$ cat config.mk
export PLATFORM = sky130hd
export DESIGN_NAME = circular_fifo_queue
export DESIGN_NICKNAME = d
export VERILOG_FILES = /design/src/hdl/cfq_pkg.sv /design/src/hdl/cfq_ram.sv /design/src/hdl/cfq_ctrl.sv /design/src/hdl/circular_fifo_queue.sv
export SDC_FILE = /design/constraint.sdc
export NUM_CORES = 1
export LEC_CHECK = 0
export BUFFER_PORTS_ARGS = -buffer_cell sky130_fd_sc_hd__buf_2
export CORE_MARGIN = 2
export CORE_UTILIZATION = 46
export DETAILED_ROUTE_END_ITERATION = 16
export PLACE_DENSITY = 0.71
export RECOVER_POWER = 100
export SETUP_SLACK_MARGIN = 0.1
export SYNTH_ARGS = -nofsm -noshare
export SYNTH_HDL_FRONTEND = slang
export SYNTH_SLANG_ARGS = --single-unit
$ cat constraint.sdc
create_clock -name clk -period 17.09 [get_ports clk]
set_clock_uncertainty 0.05 [all_clocks]
set_input_delay 0.8545 -clock clk [delete_from_list [all_inputs] [get_ports clk]]
set_output_delay 0.8545 -clock clk [all_outputs]
set_load 0.05 [all_outputs]
$ cat src/hdl/cfq_pkg.sv
`default_nettype none
package cfq_pkg;
	localparam int unsigned DEPTH = 16;
	localparam int unsigned DATA_WIDTH = 32;
	localparam int unsigned IDX_W = $clog2(DEPTH);
	localparam int unsigned CAP_W = 5;

	localparam logic [1:0] ACT_QUERY = 2'd0;
	localparam logic [1:0] ACT_ENQ = 2'd1;
	localparam logic [1:0] ACT_DEQ = 2'd2;

	localparam logic [CAP_W-1:0] CAP_RESET = CAP_W'(DEPTH);
	localparam logic signed [DATA_WIDTH-1:0] EMPTY_VALUE = '1;

	typedef logic [IDX_W-1:0] idx_t;
	typedef logic [CAP_W-1:0] cap_t;
	typedef logic signed [DATA_WIDTH-1:0] word_t;

	typedef enum logic {
		ST_IDLE,
		ST_READ
	} st_t;

	typedef struct packed {
		logic success;
		word_t front_value;
		word_t rear_value;
		logic is_empty;
		logic is_full;
	} result_t;

	function automatic cap_t eff_cap(input cap_t cap);
		cap_t c;
		c = cap;
		if (c == '0) c = CAP_W'(1);
		if (c > CAP_W'(DEPTH)) c = CAP_W'(DEPTH);
		return c;
	endfunction

	function automatic idx_t next_idx(input idx_t idx, input cap_t cap);
		logic [IDX_W:0] n;
		n = {1'b0, idx} + (IDX_W+1)'(1);
		if ((CAP_W)'(n) >= eff_cap(cap)) return '0;
		return n[IDX_W-1:0];
	endfunction

	function automatic logic is_full_of(input idx_t head, input idx_t tail, input logic empty,
			input cap_t cap);
		return !empty && (next_idx(tail, cap) == head);
	endfunction
endpackage
`default_nettype wire

$ cat src/hdl/cfq_ram.sv
`default_nettype none
module cfq_ram #(
	parameter int unsigned DEPTH_P = 16,
	parameter int unsigned WIDTH_P = 32
) (
	input wire logic clk,
	input wire logic wr_en,
	input wire logic [$clog2(DEPTH_P)-1:0] wr_addr,
	input wire logic [WIDTH_P-1:0] wr_data,
	input wire logic rd_en,
	input wire logic [$clog2(DEPTH_P)-1:0] rd_addr,
	output logic [WIDTH_P-1:0] rd_data
);
	logic [WIDTH_P-1:0] mem [DEPTH_P];

	always_ff @(posedge clk) begin
		if (wr_en) mem[wr_addr] <= wr_data;
	end

	always_ff @(posedge clk) begin
		if (rd_en) rd_data <= mem[rd_addr];
	end
endmodule
`default_nettype wire

$ cat src/hdl/cfq_ctrl.sv
`default_nettype none
module cfq_ctrl (
	input wire logic clk,
	input wire logic arst_n,
	input wire cfq_pkg::cap_t cap,
	input wire logic in_valid,
	output logic in_ready,
	input wire logic [1:0] action,
	input wire cfq_pkg::word_t value,
	input wire logic out_free,
	output logic res_valid,
	output cfq_pkg::result_t res
);
	cfq_pkg::st_t state_q, state_d;
	cfq_pkg::idx_t head_q, tail_q, head_d, tail_d;
	logic empty_q, empty_d;
	cfq_pkg::word_t front_q, rear_q, front_d, rear_d;
	logic ok;
	logic wr_en, rd_en;
	cfq_pkg::idx_t wr_addr, rd_addr;
	logic [cfq_pkg::DATA_WIDTH-1:0] rd_data;
	logic accept;

	cfq_ram #(
		.DEPTH_P(cfq_pkg::DEPTH),
		.WIDTH_P(cfq_pkg::DATA_WIDTH)
	) u_ram (
		.clk(clk),
		.wr_en(wr_en),
		.wr_addr(wr_addr),
		.wr_data(value),
		.rd_en(rd_en),
		.rd_addr(rd_addr),
		.rd_data(rd_data)
	);

	assign in_ready = (state_q == cfq_pkg::ST_IDLE) && out_free;
	assign accept = in_valid && in_ready;

	always_comb begin
		state_d = state_q;
		head_d = head_q;
		tail_d = tail_q;
		empty_d = empty_q;
		front_d = front_q;
		rear_d = rear_q;
		ok = 1'b1;
		wr_en = 1'b0;
		wr_addr = tail_q;
		rd_en = 1'b0;
		rd_addr = cfq_pkg::next_idx(head_q, cap);
		res_valid = 1'b0;
		case (state_q)
			cfq_pkg::ST_IDLE: begin
				if (accept) begin
					res_valid = 1'b1;
					case (action)
						cfq_pkg::ACT_ENQ: begin
							if (cfq_pkg::is_full_of(head_q, tail_q, empty_q, cap)) begin
								ok = 1'b0;
							end else begin
								if (empty_q) begin
									head_d = '0;
									tail_d = '0;
									empty_d = 1'b0;
									front_d = value;
								end else begin
									tail_d = cfq_pkg::next_idx(tail_q, cap);
								end
								rear_d = value;
								wr_en = 1'b1;
								wr_addr = tail_d;
							end
						end
						cfq_pkg::ACT_DEQ: begin
							if (empty_q) begin
								ok = 1'b0;
							end else if (head_q == tail_q) begin
								head_d = '0;
								tail_d = '0;
								empty_d = 1'b1;
							end else begin
								head_d = rd_addr;
								rd_en = 1'b1;
								res_valid = 1'b0;
								state_d = cfq_pkg::ST_READ;
							end
						end
						default: begin
						end
					endcase
				end
			end
			cfq_pkg::ST_READ: begin
				front_d = cfq_pkg::word_t'(rd_data);
				res_valid = 1'b1;
				state_d = cfq_pkg::ST_IDLE;
			end
			default: begin
				state_d = cfq_pkg::ST_IDLE;
			end
		endcase
		res.success = ok;
		res.front_value = empty_d ? cfq_pkg::EMPTY_VALUE : front_d;
		res.rear_value = empty_d ? cfq_pkg::EMPTY_VALUE : rear_d;
		res.is_empty = empty_d;
		res.is_full = cfq_pkg::is_full_of(head_d, tail_d, empty_d, cap);
	end

	always_ff @(posedge clk or negedge arst_n) begin
		if (!arst_n) begin
			state_q <= cfq_pkg::ST_IDLE;
			head_q <= '0;
			tail_q <= '0;
			empty_q <= 1'b1;
		end else begin
			state_q <= state_d;
			head_q <= head_d;
			tail_q <= tail_d;
			empty_q <= empty_d;
		end
	end

	always_ff @(posedge clk) begin
		front_q <= front_d;
		rear_q <= rear_d;
	end
endmodule
`default_nettype wire

$ cat src/hdl/circular_fifo_queue.sv
// Circular FIFO of signed 32-bit words, 16 slots built, usable capacity set by the
// configuration write (0 acts as 1, above 16 acts as 16). Each input transfer carries an
// action in s_tuser (query, enqueue, dequeue; code 3 is a query) and the word in s_tdata,
// and yields exactly one output transfer with the success flag and the queue state after
// the step: front and rear words (-1 when empty), empty and full. Queries, enqueues and
// refused requests are answered in the idle state; a dequeue that leaves entries also
// passes the read state, since the new front word comes from a registered slot memory
// read. The output is registered, so the next transfer is taken while a result waits if
// the result is being taken in that cycle. Write capacity only while the block is idle.
`default_nettype none
module circular_fifo_queue (
	input wire logic clk,
	input wire logic arst_n,
	input wire logic s_tvalid,
	output logic s_tready,
	input wire logic [31:0] s_tdata, // value
	input wire logic [1:0] s_tuser, // action
	output logic m_tvalid,
	input wire logic m_tready,
	output logic [63:0] m_tdata, // front_value, rear_value
	output logic [2:0] m_tuser, // success, is_empty, is_full
	input wire logic cfg_valid,
	output logic cfg_ready,
	input wire logic [4:0] cfg_data // capacity
);
	cfq_pkg::cap_t cap_q;
	logic out_valid_q;
	cfq_pkg::result_t out_q;
	cfq_pkg::result_t res;
	logic res_valid;
	logic out_free;

	assign cfg_ready = 1'b1;
	assign out_free = !out_valid_q || m_tready;

	always_ff @(posedge clk or negedge arst_n) begin
		if (!arst_n) begin
			cap_q <= cfq_pkg::CAP_RESET;
		end else if (cfg_valid && cfg_ready) begin
			cap_q <= cfg_data;
		end
	end

	cfq_ctrl u_ctrl (
		.clk(clk),
		.arst_n(arst_n),
		.cap(cap_q),
		.in_valid(s_tvalid),
		.in_ready(s_tready),
		.action(s_tuser),
		.value(cfq_pkg::word_t'(s_tdata)),
		.out_free(out_free),
		.res_valid(res_valid),
		.res(res)
	);

	always_ff @(posedge clk or negedge arst_n) begin
		if (!arst_n) begin
			out_valid_q <= 1'b0;
		end else if (res_valid) begin
			out_valid_q <= 1'b1;
		end else if (m_tready) begin
			out_valid_q <= 1'b0;
		end
	end

	always_ff @(posedge clk) begin
		if (res_valid) out_q <= res;
	end

	assign m_tvalid = out_valid_q;
	assign m_tdata = {out_q.rear_value, out_q.front_value};
	assign m_tuser = {out_q.is_full, out_q.is_empty, out_q.success};
endmodule
`default_nettype wire

**After elaboration in Yosys (flattened, before gate mapping)**

Memories as Yosys holds them, arrays and structs flattened. A register that Yosys moved wholly into a read port is not among the register bits.
Cells that the tools add are included.

- Register bits after elaboration: 147
- Bits in writable memories: 512
- Input bits: 44
- Output and inout bits: 70
- Word-level logic and storage cells: 136
- Memories kept: 1

- Add/sub/neg operators: 3
- $lt $le $gt $ge: 7
- Equality and inequality tests: 5
- Muxes and demuxes: 94
- Bitwise gates (word level): 2
- Reduce and logical (&&, ||, !) cells: 11

Memory list:

| memory | depth | bits a word | read ports | clocked after memory_dff | write ports | RTL line | RTL |
|---|---|---|---|---|---|---|---|
| u_ctrl.u_ram.mem | 16 | 32 | 1 | 1 | 1 | cfq_ram.sv:14 | `logic [WIDTH_P-1:0] mem [DEPTH_P];` |

Operators with widths:

| operator | count |
|---|---|
| $mux W32 | 8 |
| $mux W4 | 26 |
| $mux W5 | 20 |
| $pmux W32 S2 | 1 |
| $mux W1 | 33 |
| $ge A5 B5 Y1 | 4 |
| $pmux W4 S2 | 2 |
| $add A4 B1 Y5 const B | 3 |
| $gt A5 B5 Y1 const B | 3 |
| $eq A4 B4 Y1 | 3 |
| $pmux W1 S2 | 4 |
| $logic_not A5 Y1 | 1 |
| $logic_and A1 B1 Y1 | 4 |
| $logic_not A1 Y1 | 3 |
| $eq A2 B1 Y1 const B | 1 |
| $eq A2 B2 Y1 const B | 1 |
| $not A1 Y1 | 2 |
| $reduce_bool A2 Y1 | 1 |
| $reduce_or A2 Y1 | 1 |
| $logic_or A1 B1 Y1 | 1 |

**Depth between registers and ports, before layout**

Gate-level depths: netlist of the first run.

- Word-level depth: 52
- Depth in mapped cells: 24
- Depth with buffers taken out: 24

**Cells and area by module**

From an unflattened synthesis of the first run, not the netlist that was laid out.

- Cell total of the unflattened synthesis: 1,468
- Area total of the unflattened synthesis: 26,799.5 um^2

By module, submodules not included:

| module | instances | cells each | area an instance (um^2) | sequential area each (um^2) |
|---|---|---|---|---|
| cfq_ram | 1 | 838 | 20,155.6 | 16,335.7 |
| cfq_ctrl | 1 | 548 | 4,400.5 | 1,532.7 |
| circular_fifo_queue | 1 | 82 | 2,243.4 | 2,163.3 |

**Worst setup path after synthesis of the first run**

No wires, ideal clock.

- Path type: reg-to-reg
- Start: register u_ctrl.tail_q[0]
- End: register out_q, in the netlist m_tuser[2], data pin
- Setup time: 146 ps
- Data arrival time: 5,590 ps
- Required time: 16,894 ps
- Slack: 11,304 ps
- Cell stages (with the launch flop): 25
- Path buffers: 1
- Clock period less this slack: 5,786 ps
- Path through: dfrtp_1 > nand3_1 > xor2_1 > inv_1 > ha_1 > and2_0 > buf_6 > a2111oi_2 > a2111oi_4 > or2_2 > mux2i_1 > ha_1 > and2b_1 > o21a_2 > a311o_1 > a211o_1 > ha_1 > a21o_1 > a21o_2 > a21oi_1 > nor4bb_1 > o21ai_0 > o311ai_0 > nand2_1 > a21oi_1

RTL lines:

| item | RTL line | RTL |
|---|---|---|
| from (decl) | cfq_ctrl.sv:15 | `cfq_pkg::idx_t head_q, tail_q, head_d, tail_d;` |
| from (signal assigned) | cfq_ctrl.sv:119 | `tail_q <= tail_d;` |
| to (signal assigned) | circular_fifo_queue.sv:68 | `if (res_valid) out_q <= res;` |
| to (decl) | circular_fifo_queue.sv:28 | `cfq_pkg::result_t out_q;` |

**Worst setup path after layout of the first run**

- Start: register u_ctrl.head_q[0]
- End: register u_ctrl.u_ram.rd_data[23] (read register of u_ctrl.u_ram.mem), data pin

- Longest elaborated chain between the ends: 6
- Elaborated cells on any way between the ends: 10
- Classes of those cells: 1 x add/sub; 1 x order compare; 1 x eq/ne; 7 x mux

RTL lines:

| item | RTL line | RTL |
|---|---|---|
| from (decl) | cfq_ctrl.sv:15 |  |
| from (signal assigned) | cfq_ctrl.sv:113 | `head_q <= '0;` |
| from (signal assigned) | cfq_ctrl.sv:118 | `head_q <= head_d;` |
| parallel branches: the longest is 6 deep, another holds $add A4 B1 Y5 | -- |  |
| to (decl) | cfq_ram.sv:12 | `output logic [WIDTH_P-1:0] rd_data` |

Parallel ways; which one is timed is not known.
A chain may end at the register's enable or synchronous reset.

==> results of run 1 <==
## layout make-up
| class | count | area, sq um |
|---|---|---|
| timing repair buffer | 146 | 605.6 |
| antenna | 1 | 2.502 |
| sequential | 691 | 20030 |
| multi-input combinational | 1154 | 7453 |
| clock inverter | 36 | 321.6 |
| clock buffer | 92 | 1884 |
| fill | 5046 | 29030 |
| inverter | 13 | 48.80 |
| tap | 782 | 978.4 |
## stage by stage
| step | instance area (sq um) | cells |
|---|---|---|
| 2_1_floorplan | 28130 | 1985 |
| 3_3_place_gp | 29550 | 2786 |
| 3_5_place_dp | 29550 | 2786 |
| 4_1_cts | 31760 | 2914 |
| 5_1_grt | 31330 | 2914 |
| 6_report | 31330 | 2915 |
## cell usage in the layout (no fill, tap or decap), types with 47 or more instances in the layout
master	n
nand3_1	196
clkbuf_1	141
dfxtp_1	64
mux2_2	57
mux2i_1	87
o21ai_0	47
edfxtp_1	611
nand2b_1	68
clkbuf_16	70
nand2_1	358
## per-layer routing
metal  up-vias  global-route usage [%]  wire (um)
met3       129                   3.717       4477
met1      8575                   28.46      27980
met4         2                   7.398       2071
li1       7604                       -          -
met2       647                   36.11      33400
met5         -                       0         13
## report_power, final
| part | internal [mW] | switching [mW] |
|---|---|---|
| combinational | 0.236 | 0.584 |
| clock | 0.831 | 0.639 |
| sequential | 2.02 | 0.0473 |
## logic make-up (layout without fill, tap and decap cells)
logic type / Yosys count / after routing / synth area share, %
multiplexers: 187 / 187 / 7.954
other: 1 / 2 / 0.01333
AO/OA/AOI/OAI: 224 / 224 / 5.636
adder cells (fa/ha/maj): 20 / 20 / 0.8897
buffers and inverters: 140 / 287 / 2.238
XOR/XNOR: 14 / 14 / 0.4849
AND/OR/NAND/NOR: 708 / 708 / 11.56
flip-flops: 691 / 691 / 71.22
## sequential cells by signal, indices dropped and copies added (netlist names)
register,count
u_ctrl.front_q,32
cap_q,5
u_ctrl.u_ram.rd_data,32
u_ctrl.tail_q,4
m_tuser,3
m_tvalid,1
u_ctrl.rear_q,32
u_ctrl.empty_q,1
u_ctrl.head_q,4
u_ctrl.u_ram.mem,512
u_ctrl.state_q,1
m_tdata,64
## synthesized netlist by cell type, drive strengths merged, types with 14 or more instances
| master | count |
|---|---|
| nand3 | 197 |
| dfrtp | 14 |
| a21oi | 41 |
| clkbuf | 97 |
| mux2 | 89 |
| o2111ai | 29 |
| a31oi | 36 |
| buf | 30 |
| ha | 20 |
| o311ai | 24 |
| nor2 | 29 |
| edfxtp | 611 |
| nand2 | 361 |
| nand2b | 68 |
| dfxtp | 64 |
| mux2i | 87 |
| o21ai | 49 |
## final timing paths
kind                                            start                            endpoint  slack (ns)  cells past startpoint
hold reg to reg              u_ctrl.rear_q[4]$_DFF_P_            u_ctrl.rear_q[4]$_DFF_P_        0.40                      1
setup / recovery           u_ctrl.head_q[0]$_DFF_PN0_  u_ctrl.u_ram.rd_data[23]$_DFFE_PP_        6.14                     13
max in group asynchronous                      arst_n            u_ctrl.state_q$_DFF_PN0_       15.96                      1
min in group clk             u_ctrl.rear_q[4]$_DFF_P_            u_ctrl.rear_q[4]$_DFF_P_        0.40                      1
hold / removal                                 arst_n          u_ctrl.tail_q[3]$_DFF_PN0_        0.34                      1
setup reg to reg           u_ctrl.head_q[0]$_DFF_PN0_  u_ctrl.u_ram.rd_data[23]$_DFFE_PP_        6.14                     13
==> impl_metrics.env, run 1 <==
export IMPL_synthToLayoutAreaGrowth_pct=11.38
export IMPL_whs_ns=0.3416
export IMPL_critPathSlowestCell="clkbuf_1"
export IMPL_wirelength_um=67950
export IMPL_coreArea_sq_um=60360
export IMPL_synth_area_top_cells="edfxtp_1 65%, nand2_1 4.8%, dfxtp_1 4.6%, nand3_1 3.5%, mux2i_1 3.1%"
export IMPL_peakVddDrop_uv=84.44
export IMPL_maxSlewViolCount=852
export IMPL_antenna_found_initial=2
export IMPL_grt_pass1_wl_um=102400
export IMPL_avgSynthCellArea_sq_um=14.17
export IMPL_overflow=0
export IMPL_worstPathCellList="clkbuf_1 > ha_1 > ha_1 > a21o_1 > a21oi_1 > o21a_2 > clkbuf_1 > nand2_1 > buf_4 > nand2_1 > nand3_1 > nand3_1 > a31oi_1"
export IMPL_hpwl_um=36470
export IMPL_cts_sinks=691
export IMPL_cts_resized=0
export IMPL_cap_viol_max_count=25
export IMPL_seq_area_frac_synth_pct=71.22
export IMPL_first_iter_violations=1588
export IMPL_p_total_mw=4.361
export IMPL_grt_max_degree=90
export IMPL_layout_nets=2139
export IMPL_clock_latency_ns=0.62
export IMPL_portBuffers=112
export IMPL_netlist_instances=1985
export IMPL_clkTransAtPathRegs_ns=0.06
export IMPL_ys_async_sr_fraction_pct=2.315
export IMPL_initial_core_util_pct=46.60
export IMPL_cts_inserted_buffers=69
export IMPL_ys_ff_latch=691
export IMPL_worstSetupPathType="reg2reg"
export IMPL_routedWlPerCell_um=23.31
export IMPL_crit_buf_inv=3
export IMPL_cts_htree_levels=3
export IMPL_vias_per_cell=5.817
export IMPL_clockBufferDepth=3
export IMPL_hold_buffers=0
export IMPL_cp_required_ns=17.34
export IMPL_fin_ws_ns=6.142
export IMPL_timing_final_crit_share_pct=64.06
export IMPL_final_util_pct=51.90
export IMPL_cp_start_kind="register"
export IMPL_die_y_um=251.3
export IMPL_ys_warnings_count=0
export IMPL_synthesis_nets=2049
export IMPL_syn_cell_area_sq_um=28130
export IMPL_pin_count=114
export IMPL_failed_checks="capacitance limit, slew limit"
export IMPL_arrival_ns=11.19
export IMPL_crit_family="buffers and inverters"
export IMPL_finalSetupViolCount=0
export IMPL_timing_fmax_mhz=91.34
export IMPL_vias=16957
export IMPL_postCtsSetupBuffers=0
export IMPL_hold_class="in2async"
export IMPL_status="finished with violations"
export IMPL_clockRootBuffer="clkbuf_16"
export IMPL_slew_headroom_pct=-146.4
export IMPL_die_w_um=251.3
export IMPL_drc_errors=0
export IMPL_cp_max_fo=84
export IMPL_final_min_clock_period_ns=10.95
export IMPL_place_ws_ns=10.11
export IMPL_endpoint_kind="register"
export IMPL_cts_tree="done"
export IMPL_drtAntennaViolNets=0
export IMPL_synth_area_leader_cell="edfxtp_1"
export IMPL_row_count=90
export IMPL_grt_usage_pct=21.53
export IMPL_p_leak_nw=10.56
export IMPL_drive_gt1_share_pct=10.88
export IMPL_fin_tns_setup_ns=0
export IMPL_synth_edf_count=611
export IMPL_hold_viol_final=0
export IMPL_powerDensity_nw_per_um2=139.2
export IMPL_max_slew_worst_pin_slew_ns=3.697
export IMPL_netlist_area_leader_share_pct=65.23
export IMPL_max_stage_delay_ns=2.65
export IMPL_dieArea_sq_um=63140
export IMPL_firstDrtPassIters=5
export IMPL_rsz0062_at_grt="no"
export IMPL_grt_pass1_vias=17211
export IMPL_synth_cell_type_count=84
export IMPL_ys_flop_type="edfxtp_1"
export IMPL_routabilityCongestion=0.7922
Note: power is estimated with default switching activity, not from simulation.
==> run 2: changes to the inputs <==
clock period = 10.37 ns   (was 17.09 ns; I/O delays follow)
==> impl_metrics.env, run 2 (same netlist as run 1, synthesis figures left out) <==
export IMPL_synthToLayoutAreaGrowth_pct=11.74
export IMPL_maxSlewViolCount=729
export IMPL_layout_nets=2140
export IMPL_top_register="u_ctrl.u_ram.mem"
export IMPL_largest_reg_flops=512
export IMPL_row_count=90
export IMPL_fin_ws_ns=2.271
export IMPL_critPathLaunch="u_ctrl.head_q[0]$_DFF_PN0_"
export IMPL_vias=16847
export IMPL_peakVddDrop_uv=155.6
export IMPL_rsz0062_at_grt="no"
export IMPL_critPathSlowestCell="clkbuf_1"
export IMPL_final_min_clock_period_ns=8.099
export IMPL_endpoint_kind="register"
export IMPL_grt_pass1_wl_um=101100
export IMPL_final_util_pct=52.07
export IMPL_reg2reg_depth=13
export IMPL_arrival_ns=8.50
export IMPL_clock_latency_ns=0.61
export IMPL_cts_resized=0
export IMPL_reg2reg_slack_ns=2.27
export IMPL_fin_tns_setup_ns=0
export IMPL_hold_viol_final=0
export IMPL_portBuffers=112
export IMPL_dp_cells=2786
export IMPL_timing_rr_end="m_tuser[2]$_DFFE_PP_"
export IMPL_cp_start_kind="register"
export IMPL_finalSetupViolCount=0
export IMPL_max_slew_worst_pin_slew_ns=3.336
export IMPL_firstDrtPassIters=6
export IMPL_endpoint="m_tuser[2]$_DFFE_PP_"
export IMPL_drive_gt1_share_pct=11.06
export IMPL_die_y_um=251.3
export IMPL_cp_max_fo=48
export IMPL_cap_viol_max_count=22
export IMPL_clkTransAtPathRegs_ns=0.06
export IMPL_cp_required_ns=10.77
export IMPL_pin_count=114
export IMPL_r2r_start="u_ctrl.head_q[0]$_DFF_PN0_"
export IMPL_routabilityCongestion=0.7999
export IMPL_timing_final_crit_share_pct=78.10
export IMPL_cts_sinks=691
export IMPL_place_ws_ns=3.330
export IMPL_routedWlPerCell_um=23.02
export IMPL_initial_core_util_pct=46.60
export IMPL_hold_class="in2reg"
export IMPL_antenna_found_initial=2
export IMPL_drtAntennaViolNets=0
export IMPL_final_common_cell="edfxtp_1"
export IMPL_first_iter_violations=1568
export IMPL_max_stage_delay_ns=2.30
export IMPL_num_antenna_cells=0
export IMPL_whs_ns=0.1035
export IMPL_clockRootBuffer="clkbuf_16"
export IMPL_status="finished with violations"
export IMPL_final_cell_mix="611 x edfxtp_1, 357 x nand2_1, 196 x nand3_1, 143 x clkbuf_1, 87 x mux2i_1"
export IMPL_p_leak_nw=10.60
export IMPL_cts_htree_levels=3
export IMPL_final_cells=2915
export IMPL_final_area_sq_um=31430
export IMPL_hpwl_um=36190
export IMPL_grt_pass1_vias=17079
export IMPL_overflow=0
export IMPL_p_total_mw=7.270
export IMPL_drc_errors=0
export IMPL_slew_headroom_pct=-122.4
export IMPL_dpl_cell_area_sq_um=29550
export IMPL_failed_checks="capacitance limit, slew limit"
export IMPL_powerDensity_nw_per_um2=231.3
export IMPL_die_w_um=251.3
export IMPL_grt_usage_pct=21.24
export IMPL_vias_per_cell=5.779
export IMPL_timing_fmax_mhz=123.5
export IMPL_worstPathCellList="clkbuf_1 > ha_1 > nand2b_1 > a21o_1 > a21oi_1 > o21ai_2 > buf_4 > nor2_1 > buf_4 > a22o_2 > xnor2_1 > o2111ai_1 > a21oi_1"
export IMPL_cts_inserted_buffers=69
export IMPL_coreArea_sq_um=60360
export IMPL_worstSetupPathType="reg2reg"
export IMPL_dieArea_sq_um=63140
export IMPL_cts_tree="done"
export IMPL_wirelength_um=67100
export IMPL_grt_max_degree=89
export IMPL_clockBufferDepth=3
-- run 2: area by class of cell --
cell class | instances | area, sq um
clock buffer | 99 | 1964
tap | 782 | 978.4
multi-input combinational | 1154 | 7458
timing repair buffer | 147 | 624.3
clock inverter | 29 | 320.3
inverter | 13 | 48.80
fill | 4955 | 28930
sequential | 691 | 20030
-- run 2: worst min-delay path by stage --
stage | slack, ns | end | from | cells past startpoint
floorplan | 0.17 | cap_q[0]$_DFFE_PN0P_ | arst_n | 0
global placement | 0.38 | u_ctrl.rear_q[31]$_DFF_P_ | u_ctrl.rear_q[31]$_DFF_P_ | 1
detailed placement | 0.39 | u_ctrl.rear_q[31]$_DFF_P_ | u_ctrl.rear_q[31]$_DFF_P_ | 1
CTS | 0.08 | cap_q[0]$_DFFE_PN0P_ | cfg_data[0] | 2
global route | 0.09 | cap_q[0]$_DFFE_PN0P_ | cfg_data[0] | 2
finish | 0.10 | cap_q[0]$_DFFE_PN0P_ | cfg_data[0] | 2
-- run 2: metal layers --
layer	vias to the layer above	routed length, um	track usage [%]
li1	7600	-	-
met3	142	4601	3.955
met4	4	2643	9.048
met2	655	32460	34.98
met1	8446	27380	27.71
met5	-	27	0
-- run 2: power by group --
part	internal [mW]	switching [mW]
clock network	1.48	1.03
registers	3.33	0.0774
logic	0.389	0.967
-- run 2: critical path, delay by kind of cell (launching register included) --
family          cells  cell delay (ns)
simple gates        2             1.68
flops               1             1.03
buf+inv             3             3.33
xor+xnor            1             0.13
compound gates      6             1.10
fa+ha+maj           1             0.54
-- run 2: what timing repair did --
action	in CTS	in global routing
buffers inserted	0	0
hold buffers	1	0
endpoints found under the hold margin	14	0
